`config.mk`:
```
export PLATFORM = sky130hd
export DESIGN_NAME = lph_ram
export DESIGN_NICKNAME = d
export VERILOG_FILES = /design/src/sv/lph_ram.sv
export SDC_FILE = /design/constraint.sdc
export NUM_CORES = 1
export LEC_CHECK = 0
export BUFFER_PORTS_ARGS = -buffer_cell sky130_fd_sc_hd__buf_4
export CAP_MARGIN = 40
export CELL_PAD_IN_SITES_DETAIL_PLACEMENT = 0
export CELL_PAD_IN_SITES_GLOBAL_PLACEMENT = 1
export CORE_UTILIZATION = 57
export DETAILED_ROUTE_END_ITERATION = 8
export GPL_TIMING_DRIVEN = 1
export PLACE_DENSITY = 0.84
export SKIP_LAST_GASP = 1
export SYNTH_ARGS = -nofsm -noshare
export SYNTH_HDL_FRONTEND = slang
export SYNTH_SLANG_ARGS = --single-unit
```
`constraint.sdc`:
```
create_clock -name clock -period 3.35 [get_ports clock]
set_input_delay 0 -clock clock [delete_from_list [all_inputs] [get_ports clock]]
set_output_delay 0 -clock clock [all_outputs]
set_load 0.05 [all_outputs]
```
`src/sv/lph_ram.sv`:
```
// Generic single-write, single-read synchronous RAM with registered read data.
module lph_ram #(
   parameter int WIDTH = 8,
   parameter int DEPTH = 16
) (
   input  logic                     clock,
   input  logic                     we,
   input  logic [$clog2(DEPTH)-1:0] waddr,
   input  logic [WIDTH-1:0]         wdata,
   input  logic [$clog2(DEPTH)-1:0] raddr,
   output logic [WIDTH-1:0]         rdata
);
   logic [WIDTH-1:0] mem [DEPTH];
   logic [WIDTH-1:0] rdata_ff;

   always_ff @(posedge clock) begin
      if (we) begin
         mem[waddr] <= wdata;
      end
      rdata_ff <= mem[raddr];
   end

   assign rdata = rdata_ff;
endmodule

```
* Yosys cells after proc, flatten, opt, wreduce, memory -nomap -nowiden *
Memories as Yosys holds them, arrays and structs flattened. A register that Yosys moved wholly into a read port is not among the register bits.
Index checks and enable logic that the tools add are counted.

storage, ports and cells
  output and inout port bits = 8
  memory bits (writable) = 128
  register bits after elaboration = 0
  memories kept = 1
  input port bits = 18

memories
  memory  depth  width  rd ports  clocked after memory_dff  write ports  line  RTL
  mem     16     8      1         1                         1            13    logic [WIDTH-1:0] mem [DEPTH];

cells by class
  mux-type cells = 2

operators with widths
  operator  count
  $mux W1   2

* Longest topological paths before layout *
  depth after elaboration = 2
  mapped depth = 5
  depth with buffers taken out = 3

* Worst setup path after synthesis *
No wires, ideal clock.

  kind = input port to flip-flop
  from = in waddr[2]
  to = mem mem[0][0] (enable)
  cell stages on the path = 2
  required time = 2967 ps
  setup time = 383 ps
  buffers on the path = 0
  arrival = 1110 ps
  slack = 1857 ps
  path through = or3b_2 -> nor3_1

RTL lines
  element          line  RTL
  start, declared  8     input logic [$clog2(DEPTH)-1:0] waddr,
  end, declared    13

Straight into the memory's write port.

* Worst setup path after layout *
  from = in waddr[1]
  to = mem mem[1][7] (enable)

Straight into the memory's write port.

==> flow_metrics.py <==
metrics = {
    "cts": {
        "clock_tree_from_tritoncts": "built",
        "clock_sinks": 136,
        "clkLatencyLatePin_ps": 510,
        "clkTransAtPathRegs_ps": 60,
        "clock-root-buffer": "sky130_fd_sc_hd__clkbuf_8",
        "max-clock-path-buffers": 2,
        "cts_htree_levels": 4,
        "cts.hold.buffers_added": 12,
        "cts_buffer_count": 17,
        "postCtsSetupBuffers": 0,
        "cts_resized": 0,
    },
    "final_layout": {
        "area_growth_pct": 18.11,
        "n_antenna_cell": 0,
        "finish.utilization_pct": 69.71,
        "finish.net_count": 297,
        "drive_gt1_share_pct": 27.05,
    },
    "routing": {
        "drt-initial-drc-count": 267,
        "num_vias": 2488,
        "antenna_violating_nets_post_route": 0,
        "met2_length_mm": 5.075,
        "route.detailed.vias_per_inst": 6.220,
        "post_drt_wl_per_cell_um": 24.85,
        "drc": 0,
        "met3_length_um": 750,
        "detailedRoute.firstPassIterationCount": 4,
        "maxUsedRoutingLayer": "met4",
        "wl_met1_mm": 4.067,
        "drt_wl_total_mm": 9.939,
    },
    "die": {
        "dieWidth_um": 97.03,
        "std_cell_rows": 34,
        "num_io_pins": 26,
        "fp.coreArea_um2": 8721,
        "start_util_pct": 59.02,
        "die_h_um": 97.03,
        "design.die.area_um2": 9415,
    },
    "setup_path": {
        "slack_of_the_worst_reg_to_reg_path_ps": 1910,
        "end_kind": "register",
        "crit-reg2reg-launch": "mem[5][3]",
        "r2r_end": "rdata[3]",
        "crit_required_ps": 3480,
        "worst-endpoint-arrival_ps": 1630,
        "crit_type": "primary input to register",
        "worst-r2r-cell-count": 3,
        "critical_path.max_fanout": 8,
        "start_kind": "primary input",
    },
    "synthesis": {
        "synth.net_count": 247,
        "synth.ff_latch_count": 136,
        "yosys.cell_count.top_type": "sky130_fd_sc_hd__edfxtp_1",
        "synth_top_area_share_pct": 74.67,
        "netlist.top_cell.by_area": "sky130_fd_sc_hd__edfxtp_1",
        "synth_cell_types": 19,
        "synthTopCellsByCount": "sky130_fd_sc_hd__edfxtp_1, sky130_fd_sc_hd__mux4_2, sky130_fd_sc_hd__a22oi_1, sky130_fd_sc_hd__mux4_1, sky130_fd_sc_hd__nor2_1",
        "syn-cell-area_um2": 5147,
        "postSynth.topFlopCell": "sky130_fd_sc_hd__edfxtp_1",
        "number_of_enable_type_register_cells_in_the_synthesized_netlist": 128,
        "synthesis_warnings": 0,
        "post_synth_main_area_contributors": "sky130_fd_sc_hd__edfxtp_1, sky130_fd_sc_hd__mux4_2, sky130_fd_sc_hd__mux4_1",
        "netlist_instances": 229,
        "synth-seq-area-share_pct": 77.78,
        "syn_avg_cell_area_um2": 22.48,
        "synth-async-reset-ratio_pct": 0,
    },
    "place": {
        "gp_congestion": 0.7135,
        "dp_worst_setup_slack_ps": 1620,
        "detailed_place_hpwl_mm": 5.909,
        "port_buffers": 25,
    },
    "min_path": {
        "min_delay_worst_endpoint": "rdata[7]",
        "min_path_cells": 4,
        "worstHoldPathType": "primary input to register",
        "timing.hold.worst.start": "raddr[3]",
    },
    "power": {
        "reported_leakage_power_nw": 2.051,
        "vdd_drop_max_mv": 0.4105,
        "power_per_cell_area_nw_per_um2": 627.5,
    },
    "timing": {
        "slew_headroom_pct": 44.85,
        "timing.clock.skew_ps": 14.80,
        "min_period_ps": 1499,
        "rsz_0062_raised_after_global_routing": "no",
        "final-max-slew-violation-count": 0,
        "tightestPinTransition_ps": 824.2,
        "final_hold_viol_count": 0,
        "clock.fmax_mhz": 667.1,
        "fin_ws_ps": 1851,
        "layout_worst_path_cycle_share_pct": 44.75,
        "timing.setup.tns_ps": 0,
        "setup_viol": 0,
    },
    "global_route": {
        "total_congestion_overflow_after_global_routing": 0,
        "track_usage_pct": 22.83,
        "grt_pass1_wl_mm": 14.86,
        "number_of_antenna_violations_at_the_first_check_in_global_routing": 0,
        "vias_in_the_first_global_route": 2491,
        "grt_max_degree": 33,
    },
    "job": {
        "drv_cap": 0,
    },
    "status": {
        "outcome": "completed",
    },
}
cells in the final DEF, fill, tap and decap left out, types with 3 or more instances in the layout:
master,netlist,final
sky130_fd_sc_hd__a22oi_1,16,16
sky130_fd_sc_hd__buf_4,1,28
sky130_fd_sc_hd__clkbuf_16,0,16
sky130_fd_sc_hd__clkbuf_8,0,3
sky130_fd_sc_hd__clkinv_2,0,5
sky130_fd_sc_hd__clkinvlp_4,0,4
sky130_fd_sc_hd__dfxtp_1,8,8
sky130_fd_sc_hd__dlygate4sd3_1,0,12
sky130_fd_sc_hd__edfxtp_1,128,128
sky130_fd_sc_hd__mux4_1,14,14
sky130_fd_sc_hd__mux4_2,18,18
sky130_fd_sc_hd__nand2_1,9,9
sky130_fd_sc_hd__nor2_1,13,13
sky130_fd_sc_hd__nor3_1,4,4
how the worst max path moves through the flow:
| stage | start | endpoint | slack (ps) | cells after the start |
|---|---|---|---|---|
| after global routing | mem[9][2] | rdata[2] | 1830 | 3 |
| after CTS | mem[5][3] | rdata[3] | 1900 | 3 |
| final | waddr[1] | mem[1][7] | 1850 | 4 |
| after floorplan | waddr[2] | mem[0][0] | 1860 | 2 |
| after detailed placement | raddr[0] | rdata[2] | 1620 | 4 |
| after global placement | waddr[2] | mem[0][1] | 1460 | 3 |
layer usage:
metal / global-route usage [%] / vias to the layer above
li1: - / 1073
met1: 33.56 / 1287
met2: 33.80 / 122
met3: 5.058 / 6
met4: 9.414 / 0
met5: 0 / -
area by class of cell:
class | count | area (µm²)
clock inverters | 12 | 102.6
flip-flops and latches | 136 | 4004
repair buffers | 41 | 335.3
clock buffers | 20 | 445.4
multi-input cells | 83 | 1057
fillers | 500 | 2641
well taps | 108 | 135.1
worst max-delay path, stage by stage:
cell and delay [ps]:
sky130_fd_sc_hd__dlygate4sd3_1 540, sky130_fd_sc_hd__buf_4 170, sky130_fd_sc_hd__nand2b_1 240, sky130_fd_sc_hd__nor2_1 680
per-stage QoR:
stage / hold WS, ps / cell area (µm²) / cells / total power, mW
final: 30.86 / 6080 / 400 / 3.815
after global routing: 58.87 / 6080 / 400 / 3.918
after CTS: 6.394 / 6080 / 400 / 3.840
after detailed placement: 317.5 / 5411 / 356 / 2.170
after global placement: 302.1 / 5391 / 353 / 2.161
after floorplan: 98.87 / 5147 / 229 / 2.082
sequential cells by signal, summed over array words and instances, names as in the netlist:
| signal | flops |
|---|---|
| mem | 128 |
| rdata | 8 |
power by group:
group / switching (mW) / internal, mW
logic: 0.141 / 0.0896
registers: 0.0116 / 1.90
clock network: 0.654 / 1.02
kinds of logic after synthesis:
logic type             after synthesis  share of synthesized area (%)
and+or+nand+nor                     35                          3.184
muxes                               32                          15.02
DFF                                136                          77.78
AOI/OAI and AO/OA                   16                          2.334
buffers and inverters               10                          1.677
No activity file was read; power rests on OpenSTA's default activity.
